$ cat config.mk
export PLATFORM = sky130hd
export DESIGN_NAME = rider_box_overlap_classifier
export DESIGN_NICKNAME = d
export VERILOG_FILES = /design/src/sv/rbo_pkg.sv /design/src/sv/rbo_overlap.sv /design/src/sv/rbo_cell.sv /design/src/sv/rbo_table.sv /design/src/sv/rider_box_overlap_classifier.sv
export SDC_FILE = /design/constraint.sdc
export NUM_CORES = 2
export LEC_CHECK = 0
export BUFFER_PORTS_ARGS = -buffer_cell sky130_fd_sc_hd__buf_2
export CORE_ASPECT_RATIO = 1.5
export CORE_UTILIZATION = 44
export CTS_BUF_LIST = sky130_fd_sc_hd__clkbuf_2 sky130_fd_sc_hd__clkbuf_4 sky130_fd_sc_hd__clkbuf_8
export DETAILED_ROUTE_END_ITERATION = 12
export SYNTH_ARGS = -nofsm -noshare
export SYNTH_HDL_FRONTEND = slang
export SYNTH_SLANG_ARGS = --single-unit
$ cat constraint.sdc
create_clock -name clk -period 8.5 [get_ports clk]
set_clock_uncertainty 0.2 [all_clocks]
set_input_delay 1.275 -clock clk [delete_from_list [all_inputs] [get_ports clk]]
set_output_delay 1.275 -clock clk [all_outputs]
set_load 0.1 [all_outputs]
$ cat src/sv/rbo_pkg.sv
// ============================================================================
// Rider box overlap classifier package
// Shared types, codes and constants for the rider box overlap classifier.
// ============================================================================
`default_nettype none

package rbo_pkg;

  localparam int FIELD_W         = 12;
  localparam int MAX_BOXES_DEF   = 16;
  localparam int COORD_BITS_DEF  = 12;
  localparam int HEIGHT_W        = 12;
  localparam int HEIGHT_RESET    = 1080;
  localparam int THR_RESET       = HEIGHT_RESET / 6;
  localparam int RECIP_SIXTH     = 2731;
  localparam int RECIP_SHIFT     = 14;
  localparam int HCOUNT_W        = 5;
  localparam int HMASK_W         = 16;

  typedef enum logic [2:0] {
    FUNC_CLEAR = 3'd0,
    FUNC_ADD3  = 3'd1,
    FUNC_ADD2  = 3'd2,
    FUNC_ADDH  = 3'd3,
    FUNC_QUERY = 3'd4
  } func_t;

  typedef enum logic [1:0] {
    ST_IDLE,
    ST_SCAN,
    ST_DONE
  } state_t;

  typedef struct packed {
    logic [2:0]         func;
    logic [FIELD_W-1:0] box_x;
    logic [FIELD_W-1:0] box_y;
    logic [FIELD_W-1:0] box_width;
    logic [FIELD_W-1:0] box_height;
  } in_t;

  typedef struct packed {
    logic                skipped;
    logic [1:0]          rider_count;
    logic                overload;
    logic [HCOUNT_W-1:0] helmet_count;
    logic [HMASK_W-1:0]  helmet_mask;
    logic                has_helmet;
  } out_t;

  typedef struct packed {
    logic clear;
    logic load;
    logic shift;
  } tbl_ctrl_t;

endpackage

`default_nettype wire

$ cat src/sv/rbo_overlap.sv
// ============================================================================
// Box overlap test
// Checks two boxes with the half-of-smaller-side rule in both axes.
// ============================================================================
`default_nettype none

module rbo_overlap #(
  parameter int COORD_BITS = 12
) (
  input  wire logic [4*COORD_BITS-1:0] box_a,
  input  wire logic [4*COORD_BITS-1:0] box_b,
  output logic                         hit
);

  localparam int S_W = COORD_BITS + 1;

  logic [COORD_BITS-1:0] ax, ay, aw, ah, bx, by, bw, bh;
  logic [S_W-1:0]        a_xe, b_xe, a_ye, b_ye;
  logic [S_W-1:0]        x_end, y_end, x_lim, y_lim;
  logic [COORD_BITS-1:0] x_start, y_start, w_min, h_min;

  assign {ax, ay, aw, ah} = box_a;
  assign {bx, by, bw, bh} = box_b;

  assign a_xe = S_W'(ax) + S_W'(aw);
  assign b_xe = S_W'(bx) + S_W'(bw);
  assign a_ye = S_W'(ay) + S_W'(ah);
  assign b_ye = S_W'(by) + S_W'(bh);

  assign x_end   = (a_xe < b_xe) ? a_xe : b_xe;
  assign y_end   = (a_ye < b_ye) ? a_ye : b_ye;
  assign x_start = (ax > bx) ? ax : bx;
  assign y_start = (ay > by) ? ay : by;
  assign w_min   = (aw < bw) ? aw : bw;
  assign h_min   = (ah < bh) ? ah : bh;

  assign x_lim = S_W'(x_start) + S_W'(w_min >> 1);
  assign y_lim = S_W'(y_start) + S_W'(h_min >> 1);

  assign hit = (x_end > x_lim) && (y_end > y_lim);

endmodule

`default_nettype wire

$ cat src/sv/rbo_cell.sv
// ============================================================================
// Box table cell
// Holds one stored box and passes it to its neighbor while the ring turns.
// ============================================================================
`default_nettype none

module rbo_cell #(
  parameter int BOX_W = 48
) (
  input  wire logic             clk,
  input  wire logic             shift,
  input  wire logic             load,
  input  wire logic [BOX_W-1:0] load_box,
  input  wire logic [BOX_W-1:0] neighbor_box,
  output logic      [BOX_W-1:0] box
);

  always_ff @(posedge clk) begin
    if (load) begin
      box <= load_box;
    end else if (shift) begin
      box <= neighbor_box;
    end
  end

endmodule

`default_nettype wire

$ cat src/sv/rbo_table.sv
// ============================================================================
// Box table ring
// A ring of cells with a fill count; one full turn presents every slot in
// order at the head and leaves the table as it was.
// ============================================================================
`default_nettype none

module rbo_table #(
  parameter int MAX_BOXES  = 16,
  parameter int COORD_BITS = 12,
  parameter int CNT_W      = $clog2(MAX_BOXES + 1)
) (
  input  wire logic                         clk,
  input  wire logic                         rst,
  input  wire rbo_pkg::tbl_ctrl_t           ctrl,
  input  wire logic [4*COORD_BITS-1:0]      load_box,
  output logic      [4*COORD_BITS-1:0]      head_box,
  output logic      [CNT_W-1:0]             count
);

  import rbo_pkg::*;

  localparam int BOX_W = 4 * COORD_BITS;

  logic [BOX_W-1:0] cell_box [MAX_BOXES];
  logic             not_full;

  assign not_full = count < CNT_W'(MAX_BOXES);

  always_ff @(posedge clk) begin
    if (rst || ctrl.clear) begin
      count <= '0;
    end else if (ctrl.load && not_full) begin
      count <= count + CNT_W'(1);
    end
  end

  for (genvar k = 0; k < MAX_BOXES; k++) begin : g_cell
    rbo_cell #(
      .BOX_W(BOX_W)
    ) u_cell (
      .clk         (clk),
      .shift       (ctrl.shift),
      .load        (ctrl.load && (count == CNT_W'(k))),
      .load_box    (load_box),
      .neighbor_box(cell_box[(k + 1) % MAX_BOXES]),
      .box         (cell_box[k])
    );
  end

  assign head_box = cell_box[0];

endmodule

`default_nettype wire

$ cat src/sv/rider_box_overlap_classifier.sv
// ============================================================================
// Rider box overlap classifier
// Keeps per-frame tables of three-person, two-person and helmet boxes and
// classifies rider boxes against them.
// ============================================================================
// Items enter on item_valid/item_stall and results leave on
// result_valid/result_stall; a transaction takes place on a clock edge with
// valid high and stall low. The cfg channel writes image_height and is always
// ready. Frame-start and load items give no result and leave item_stall low.
// A rider query rotates the three cell rings once, one slot per cycle through
// one overlap unit per table, then loads its result from ST_DONE; a box in the
// excluded top region skips the scan and goes straight to ST_DONE.
// item_stall stays high while a query is in flight. The result register lets
// the next item enter while a result waits; a finished query holds until the
// result register is free.
// Synchronous reset empties all tables, drops any pending result and sets
// image_height to 1080.
// ============================================================================
`default_nettype none

module rider_box_overlap_classifier #(
  parameter int MAX_BOXES  = rbo_pkg::MAX_BOXES_DEF,
  parameter int COORD_BITS = rbo_pkg::COORD_BITS_DEF
) (
  input  wire logic                         clk,
  input  wire logic                         rst,
  input  wire logic                         item_valid,
  output logic                              item_stall,
  input  wire rbo_pkg::in_t                 item,
  output logic                              result_valid,
  input  wire logic                         result_stall,
  output rbo_pkg::out_t                     result,
  input  wire logic                         cfg_valid,
  output logic                              cfg_ready,
  input  wire logic [rbo_pkg::HEIGHT_W-1:0] cfg_data
);

  import rbo_pkg::*;

  localparam int BOX_W   = 4 * COORD_BITS;
  localparam int CNT_W   = $clog2(MAX_BOXES + 1);
  localparam int IDX_W   = (MAX_BOXES > 1) ? $clog2(MAX_BOXES) : 1;
  localparam int CMP_W   = (COORD_BITS + 1 > HEIGHT_W) ? COORD_BITS + 1 : HEIGHT_W;
  localparam int PROD_W  = 2 * HEIGHT_W;

  state_t                state, state_next;
  tbl_ctrl_t             ctrl3, ctrl2, ctrlh;
  logic                  start, scan_step, res_load;
  logic [HEIGHT_W-1:0]   threshold;
  logic [IDX_W-1:0]      idx;
  logic                  idx_last;
  logic [BOX_W-1:0]      rider, item_box;
  logic                  skip, skip_now;
  logic                  m3, m2;
  logic [HCOUNT_W-1:0]   hcount;
  logic [HMASK_W-1:0]    hmask;
  logic [BOX_W-1:0]      head3, head2, headh;
  logic [CNT_W-1:0]      cnt3, cnt2, cnth;
  logic                  ov3, ov2, ovh;
  logic                  hit3, hit2, hith;
  logic [1:0]            riders;
  logic [PROD_W-1:0]     thr_prod;

  assign item_box = {COORD_BITS'(item.box_x), COORD_BITS'(item.box_y),
                     COORD_BITS'(item.box_width), COORD_BITS'(item.box_height)};

  assign skip_now = (CMP_W'(COORD_BITS'(item.box_y)) + CMP_W'(COORD_BITS'(item.box_height)))
                    < CMP_W'(threshold);

  assign item_stall = (state != ST_IDLE);
  assign cfg_ready  = 1'b1;
  assign thr_prod   = PROD_W'(cfg_data) * PROD_W'(RECIP_SIXTH);

  always_ff @(posedge clk) begin
    if (rst) begin
      threshold <= HEIGHT_W'(THR_RESET);
    end else if (cfg_valid) begin
      threshold <= HEIGHT_W'(thr_prod >> RECIP_SHIFT);
    end
  end

  rbo_table #(.MAX_BOXES(MAX_BOXES), .COORD_BITS(COORD_BITS), .CNT_W(CNT_W)) u_tbl3 (
    .clk(clk), .rst(rst), .ctrl(ctrl3), .load_box(item_box), .head_box(head3), .count(cnt3)
  );
  rbo_table #(.MAX_BOXES(MAX_BOXES), .COORD_BITS(COORD_BITS), .CNT_W(CNT_W)) u_tbl2 (
    .clk(clk), .rst(rst), .ctrl(ctrl2), .load_box(item_box), .head_box(head2), .count(cnt2)
  );
  rbo_table #(.MAX_BOXES(MAX_BOXES), .COORD_BITS(COORD_BITS), .CNT_W(CNT_W)) u_tblh (
    .clk(clk), .rst(rst), .ctrl(ctrlh), .load_box(item_box), .head_box(headh), .count(cnth)
  );

  rbo_overlap #(.COORD_BITS(COORD_BITS)) u_ov3 (.box_a(rider), .box_b(head3), .hit(ov3));
  rbo_overlap #(.COORD_BITS(COORD_BITS)) u_ov2 (.box_a(rider), .box_b(head2), .hit(ov2));
  rbo_overlap #(.COORD_BITS(COORD_BITS)) u_ovh (.box_a(rider), .box_b(headh), .hit(ovh));

  assign hit3     = ov3 && (CNT_W'(idx) < cnt3);
  assign hit2     = ov2 && (CNT_W'(idx) < cnt2);
  assign hith     = ovh && (CNT_W'(idx) < cnth);
  assign idx_last = (idx == IDX_W'(MAX_BOXES - 1));

  assign riders = skip ? 2'd0 : (m3 ? 2'd3 : (m2 ? 2'd2 : 2'd1));

  always_ff @(posedge clk) begin
    if (rst) begin
      state <= ST_IDLE;
    end else begin
      state <= state_next;
    end
  end

  always_comb begin
    state_next = state;
    ctrl3      = '0;
    ctrl2      = '0;
    ctrlh      = '0;
    start      = 1'b0;
    scan_step  = 1'b0;
    res_load   = 1'b0;
    case (state)
      ST_IDLE: begin
        if (item_valid) begin
          case (item.func)
            FUNC_CLEAR: begin
              ctrl3.clear = 1'b1;
              ctrl2.clear = 1'b1;
              ctrlh.clear = 1'b1;
            end
            FUNC_ADD3: ctrl3.load = 1'b1;
            FUNC_ADD2: ctrl2.load = 1'b1;
            FUNC_ADDH: ctrlh.load = 1'b1;
            FUNC_QUERY: begin
              start      = 1'b1;
              state_next = skip_now ? ST_DONE : ST_SCAN;
            end
            default: ;
          endcase
        end
      end
      ST_SCAN: begin
        ctrl3.shift = 1'b1;
        ctrl2.shift = 1'b1;
        ctrlh.shift = 1'b1;
        scan_step   = 1'b1;
        if (idx_last) begin
          state_next = ST_DONE;
        end
      end
      ST_DONE: begin
        if (!result_valid || !result_stall) begin
          res_load   = 1'b1;
          state_next = ST_IDLE;
        end
      end
      default: state_next = ST_IDLE;
    endcase
  end

  always_ff @(posedge clk) begin
    if (rst) begin
      idx <= '0;
    end else if (start) begin
      idx <= '0;
    end else if (scan_step) begin
      idx <= idx + IDX_W'(1);
    end
  end

  always_ff @(posedge clk) begin
    if (start) begin
      rider  <= item_box;
      skip   <= skip_now;
      m3     <= 1'b0;
      m2     <= 1'b0;
      hcount <= '0;
      hmask  <= '0;
    end else if (scan_step) begin
      m3 <= m3 || hit3;
      m2 <= m2 || hit2;
      if (hith && (hcount != '1)) begin
        hcount <= hcount + HCOUNT_W'(1);
      end
      if (hith) begin
        hmask <= hmask | (HMASK_W'(1) << idx);
      end
    end
  end

  always_ff @(posedge clk) begin
    if (rst) begin
      result_valid <= 1'b0;
    end else if (res_load) begin
      result_valid <= 1'b1;
    end else if (!result_stall) begin
      result_valid <= 1'b0;
    end
  end

  always_ff @(posedge clk) begin
    if (res_load) begin
      result.skipped      <= skip;
      result.rider_count  <= riders;
      result.overload     <= (riders == 2'd3);
      result.helmet_count <= skip ? '0 : hcount;
      result.helmet_mask  <= skip ? '0 : hmask;
      result.has_helmet   <= !skip && (hcount >= HCOUNT_W'(riders));
    end
  end

endmodule

`default_nettype wire

# After elaboration in Yosys (flattened, before gate mapping)
# Cells that the tools add are included.
[op_classes]
add_sub_neg = 20
n_mul = 1
order_cmp = 32
n_eq_ne = 59
shift = 1
mux = 141
bitwise = 1
reduce_logical = 126
[op_table]
columns = ["op", "count"]
rows = [
  ["$mux 48", 96],
  ["$mux 12", 12],
  ["$eq 5x4->1 const B", 24],
  ["$add 12x12->13", 9],
  ["$reduce_bool 2->1", 49],
  ["$add 12x11->13", 6],
  ["$gt 13x13->1", 6],
  ["$lt 13x13->1", 6],
  ["$mux 13", 6],
  ["$gt 12x12->1", 6],
  ["$lt 12x12->1", 6],
  ["$eq 5x3->1 const B", 12],
  ["$logic_and 1x1->1", 59],
  ["$eq 5x2->1 const B", 6],
  ["$mux 2", 14],
  ["$mul 12x12->24 const B", 1],
  ["$add 5x1->5 const B", 4],
  ["$or 16x16->16", 1],
  ["$shl 1x4->16 const A", 1],
  ["$eq 5x1->1 const B", 3],
  ["$logic_not 5->1", 3],
  ["$lt 4x5->1", 3],
  ["$lt 5x5->1 const B", 3],
  ["$lt 13x10->1", 1],
  ["20 further kinds", 44],
]
[word_totals]
register_bits = 2434
output_inout_bits = 29

# Depth between registers and ports, before layout
[depth]
ltp_word = 8
depth_mapped = 28

# Modules after synthesis
# From an unflattened synthesis, not the netlist that was laid out.
[unflattened]
hier_cells = 8307
area_unflattened_um2 = 127023.1
[by_module_without_submodules]
columns = ["mod", "n_inst", "cells_each", "area_each_um2", "seq_area_each_um2"]
rows = [
  ["rbo_cell", 48, 102, 2067.0, 1441.4],
  ["rbo_overlap", 3, 840, 6272.3, 0.0],
  ["rider_box_overlap_classifier", 1, 717, 7790.0, 3052.9],
  ["rbo_table", 3, 58, 400.4, 100.1],
]

# Worst setup path after synthesis
# No wires, ideal clock.
[synth_path]
path_kind = "reg2reg"
startpoint = "register rider[13]"
endpoint = "register hmask[10]"
arrival_ns = 6.085
t_required_ns = 8.238
setup_slack_ns = 2.153
path_stages_with_launch = 28
n_path_buf = 1
cell_sequence = "edfxtp_1 ha_1 a21o_1 a21o_1 a211oi_1 o21ai_0 a31oi_1 o21ai_0 clkbuf_1 mux2_2 ha_1 fa_1 a21o_1 a21oi_1 o21bai_1 a21oi_1 o21ai_0 nand4_1 nand3_1 or3_1 ha_1 nand4_1 nor2_1 a41o_1 a31oi_1 o221ai_1 nor3b_1 a32o_1"
[synth_via]
elab_chain_cells = 7
[synth_lines]
columns = ["item", "line_no", "source"]
rows = [
  ["start, declared", "rider_box_overlap_classifier.sv:52", "logic [BOX_W-1:0] rider, item_box;"],
  ["start signal, assigned", "rider_box_overlap_classifier.sv:170", "rider <= item_box;"],
  ["$add 12x12->13 or $lt 12x12->1 (tied branches)", "rbo_overlap.sv:25, rbo_overlap.sv:34", ""],
  ["$lt 13x13->1 or $mux 12 (tied branches)", "rbo_overlap.sv:30, rbo_overlap.sv:34", ""],
  ["$mux 13 or $add 12x11->13 (tied branches)", "rbo_overlap.sv:30, rbo_overlap.sv:37", ""],
  ["$gt 13x13->1 *", "rbo_overlap.sv:40", "assign hit = (x_end > x_lim) && (y_end > y_lim);"],
  ["$logic_and 1x1->1 *", "rbo_overlap.sv:40", ""],
  ["$logic_and 1x1->1 *", "rider_box_overlap_classifier.sv:98", "assign hith = ovh && (CNT_W'(idx) < cnth);"],
  ["$reduce_and 2->1 (no line) *", "--", ""],
  ["end signal, assigned", "rider_box_overlap_classifier.sv:183", "hmask <= hmask | (HMASK_W'(1) << idx);"],
  ["end, declared", "rider_box_overlap_classifier.sv:56", "logic [HMASK_W-1:0] hmask;"],
]
# Every way passes the cells marked *; elsewhere a longest branch is shown, timed or not.
# A chain may end at the register's enable or synchronous reset.

# Final worst setup path
# Same ends and word-level chain as after synthesis.

==> results.txt <==
----------------------------------------------------
[Critical path]
  Category of the most critical setup path ... reg -> reg
  Slack of the worst reg-to-reg path ... 0.95 ns
  Reg-to-reg critical path endpoint ... hmask[10]
  Total number of cells along the worst setup path ... 28
  Critical path launch point type ... flip-flop
  Worst path max stage delay ... 0.62 ns
  Source of the worst register-to-register timing path ... rider[13]
  Buf/Inv on CP ... 2
  Crit path to ... hmask[10]
  R2r worst-path depth ... 28
  Largest driver fanout on the critical path ... 11
  Crit path max-delay cell type ... edfxtp_1
  Worst Path Required ... 9.27 ns
  Crit path arrival time ... 8.32 ns
  Crit path launch ... rider[13]
  Critical path's top delay family ... compound AO/OA/AOI/OAI gates
  Crit path capture type ... flip-flop

[Clock tree]
  Clock H-tree levels ... 5
  Clock slew seen by the registers of the worst setup and hold paths ... 0.06 ns
  Maximum buffer depth of the clock tree ... 4
  Clock Sink Count ... 2434
  TritonCTS clock tree ... built
  Post-CTS setup repair buffer count ... 0
  Post-cts hold buffer count ... 0
  Clock root cell ... clkbuf_8
  PostCTS Resize Cnt ... 0
  Number of buffers inserted during clock tree synthesis ... 378
  Clock Latency Late Sink ... 1.04 ns

[Floorplanning]
  Core footprint ... 0.2737 mm²
  Die Span Y ... 645.4 µm
  Top-level I/O count ... 97
  Area of the die ... 0.2781 mm²
  Die W ... 430.9 µm
  FP Rows ... 235
  Initial Util ... 0.4436

[Status]
  Failing checks ... max-capacitance violations
  Status ... complete, but fails checks

[Yosys]
  Top cells by count, synth ... mux2_2, edfxtp_1, ha_1, clkbuf_1, inv_1
  Number of enable flip-flop cells after synthesis ... 2379
  Share of flip-flops with an asynchronous set or reset ... 0
  Number of instances in the synthesized netlist ... 7942
  Synth Area in Adders ... 0.06934
  Cell area after synthesis ... 0.1214 mm²
  Flop and latch count out of synthesis ... 2434
  Most used standard cell by instance count after synthesis ... mux2_2
  Post-Syn Nets ... 8650
  Fraction of the yosys area taken by sequential cells ... 0.5973
  Average instance area after synthesis ... 15.29 µm²
  Cells taking the most area after synthesis ... edfxtp_1, mux2_2, ha_1, clkbuf_1, inv_1
  Share of synthesized cell area in and, or, nand and nor gates ... 0.02818
  Largest family of logic cells by synthesized area ... multiplexers
  Number of library cell types mapped by synthesis ... 76
  Mux contribution to synthesized area ... 0.2285
  Cell type with the largest total area after synthesis ... edfxtp_1
  Top_reg_cell synth ... edfxtp_1
  Area share of the leading cell type in the synthesized netlist ... 0.5883
  Xor/xnor share of the synthesized area ... 0.01140
  YS warnings ... 0
  Post-synthesis compound-gate area fraction ... 0.03579

[Route]
  Detailed Routing Iterations Pass 1 ... 5
  Total vias in the final route ... 69350
  Final antenna-violating net count ... 0
  Total wire length after detailed routing ... 368900 µm
  Number of remaining DRC errors ... 0
  Count of routing violations after the opening detailed-route iteration ... 5354
  Vias per inst ... 5.758
  Mean routed wirelength per cell ... 30.63 µm

[GRT]
  Met3 track utilization from global routing ... 0.03539
  Total routing resource utilization after global routing ... 0.2615
  Global-route wire length before repair ... 524600 µm
  Antenna violations before repair ... 34
  Busiest layer in global routing ... met2
  Vias in the first global route ... 71480
  Met1 routing resource usage after global routing ... 0.3227
  Overflow left after global routing ... 0
  Global routing met2 resource utilization ... 0.4591
  Largest net degree at the start of global routing ... 59

[STA]
  Slew headroom ... 0.008847
  Fin crit share ... 0.8885
  Min cycle time layout ... 7.552 ns
  Unrepaired setup endpoints after global routing ... false
  Hold violation total from the final report ... 0
  F_max ... 0.1324 GHz
  Total Negative Setup Slacks ... 0 ns
  Final setup fails ... 0
  Number of max-slew violations in the final report ... 0
  Transition time of the tightest slew-check pin ... 1.473 ns

[Placement]
  HPWL Detailed ... 233700 µm
  Port Buffer Count ... 95
  Final Wtd Congestion ... 0.9156

[Power]
  Leak pwr ... 0.04780 µW
  Maximum ir drop on the vdd rail ... 127.1 µV
  Power, Total ... 26250 µW
  Cell Pwr Density ... 196.7 mW/mm²

[Final layout]
  Area overhead of the layout relative to synthesis ... 9.890%
  Share of layout cells above drive strength 1 ... 0.4053
  Layout Nets ... 8780

[Run]
  Max-capacitance violation count ... 1

[Hold path]
  Kind of path behind the tightest hold check ... reg -> reg

----------------------------------------------------
## layout by cell type (no fill, tap or decap), drive strengths merged, types with 7 or more instances in the layout
cell,instances
ha,585
and4,9
a31oi,16
nor3,69
a21oi,161
a2111oi,9
mux2,2403
xor2,50
o21a,34
nand2b,60
nand3,60
a21o,116
dfxtp,55
bufinv,7
and2,7
nor2b,58
a32o,12
o21ai,161
clkbuf,502
or2,8
xnor2,108
diode,12
or3,16
and3,16
inv,357
fa,55
nor2,129
nand4,40
clkinv,137
edfxtp,2379
mux2i,69
nand2,208
a211oi,35
buf,281
clkinvlp,9
o21bai,32
o211ai,25
## layer usage
layer,share of wire,wire length [µm]
met5,0.00020,72
met4,0.042,15670
met3,0.049,18150
met2,0.51,187900
met1,0.40,147200
## layout make-up
cell class	count	area, µm²
Tap cell	3673	4596
Fill cell	23390	140300
Clock inverter	165	1005
Timing Repair Buffer	281	1969
Clock buffer	502	6202
Sequential cell	2434	72540
Inverter	345	1295
Multi-Input combinational cell	4632	45810
Antenna cell	12	30.03
## worst min-delay path by stage
stage | start | endpoint | cells past startpoint
after floorplan | hmask[0] | hmask[0] | 1
after global placement | hmask[6] | hmask[6] | 1
after detailed placement | hmask[13] | hmask[13] | 1
after CTS | u_tbl2.g_cell[7].u_cell.box[5] | u_tbl2.g_cell[6].u_cell.box[5] | 1
after global routing | u_tbl2.g_cell[7].u_cell.box[5] | u_tbl2.g_cell[6].u_cell.box[5] | 1
final | u_tbl2.g_cell[8].u_cell.box[8] | u_tbl2.g_cell[7].u_cell.box[8] | 1
## metrics by stage
step	utilization	setup slack (ns)	area, µm²	std cells	hold slack (ns)
2_1_floorplan	-	2.153	121400	7942	0.2342
4_1_cts	0.4874	0.8430	133400	12030	0.2458
3_5_place_dp	0.4611	0.8775	126200	11370	0.2534
3_3_place_gp	0.4611	0.8449	126200	11370	0.2465
5_1_grt	0.4875	0.4979	133400	12040	0.2433
6_report	0.4875	0.9481	133400	12040	0.2594
## state kept, by name, summed over array words and instances, names as in the netlist
name                      count
u_tblh.g_cell.u_cell.box    768
state                         2
u_tbl2.g_cell.u_cell.box    768
u_tblh.count                  5
result_valid                  1
result                       26
hcount                        5
skip                          1
hmask                        16
m2                            1
threshold                    10
u_tbl3.count                  5
u_tbl3.g_cell.u_cell.box    768
rider                        48
idx                           4
u_tbl2.count                  5
m3                            1
## cells by family (layout without fill, tap and decap cells)
group	count (synthesis)	count (layout)
adders and majority gates	640	640
xor gates and xnor gates	158	158
muxes	2472	2472
other	1	13
AOI/OAI and AO/OA	669	669
buffers and inverters	876	1293
and+or+nand+nor	692	692
DFF	2434	2434
## where the power goes
part	internal [µW]	leakage [µW]	switching [µW]	total, µW
combinational	1080	0.0219	1790	2870
sequential	13400	0.0220	151	13600
clock	4980	0.00382	4840	9810
total	19500	0.0478	6770	26300
Power figures use the tool's default switching activity.
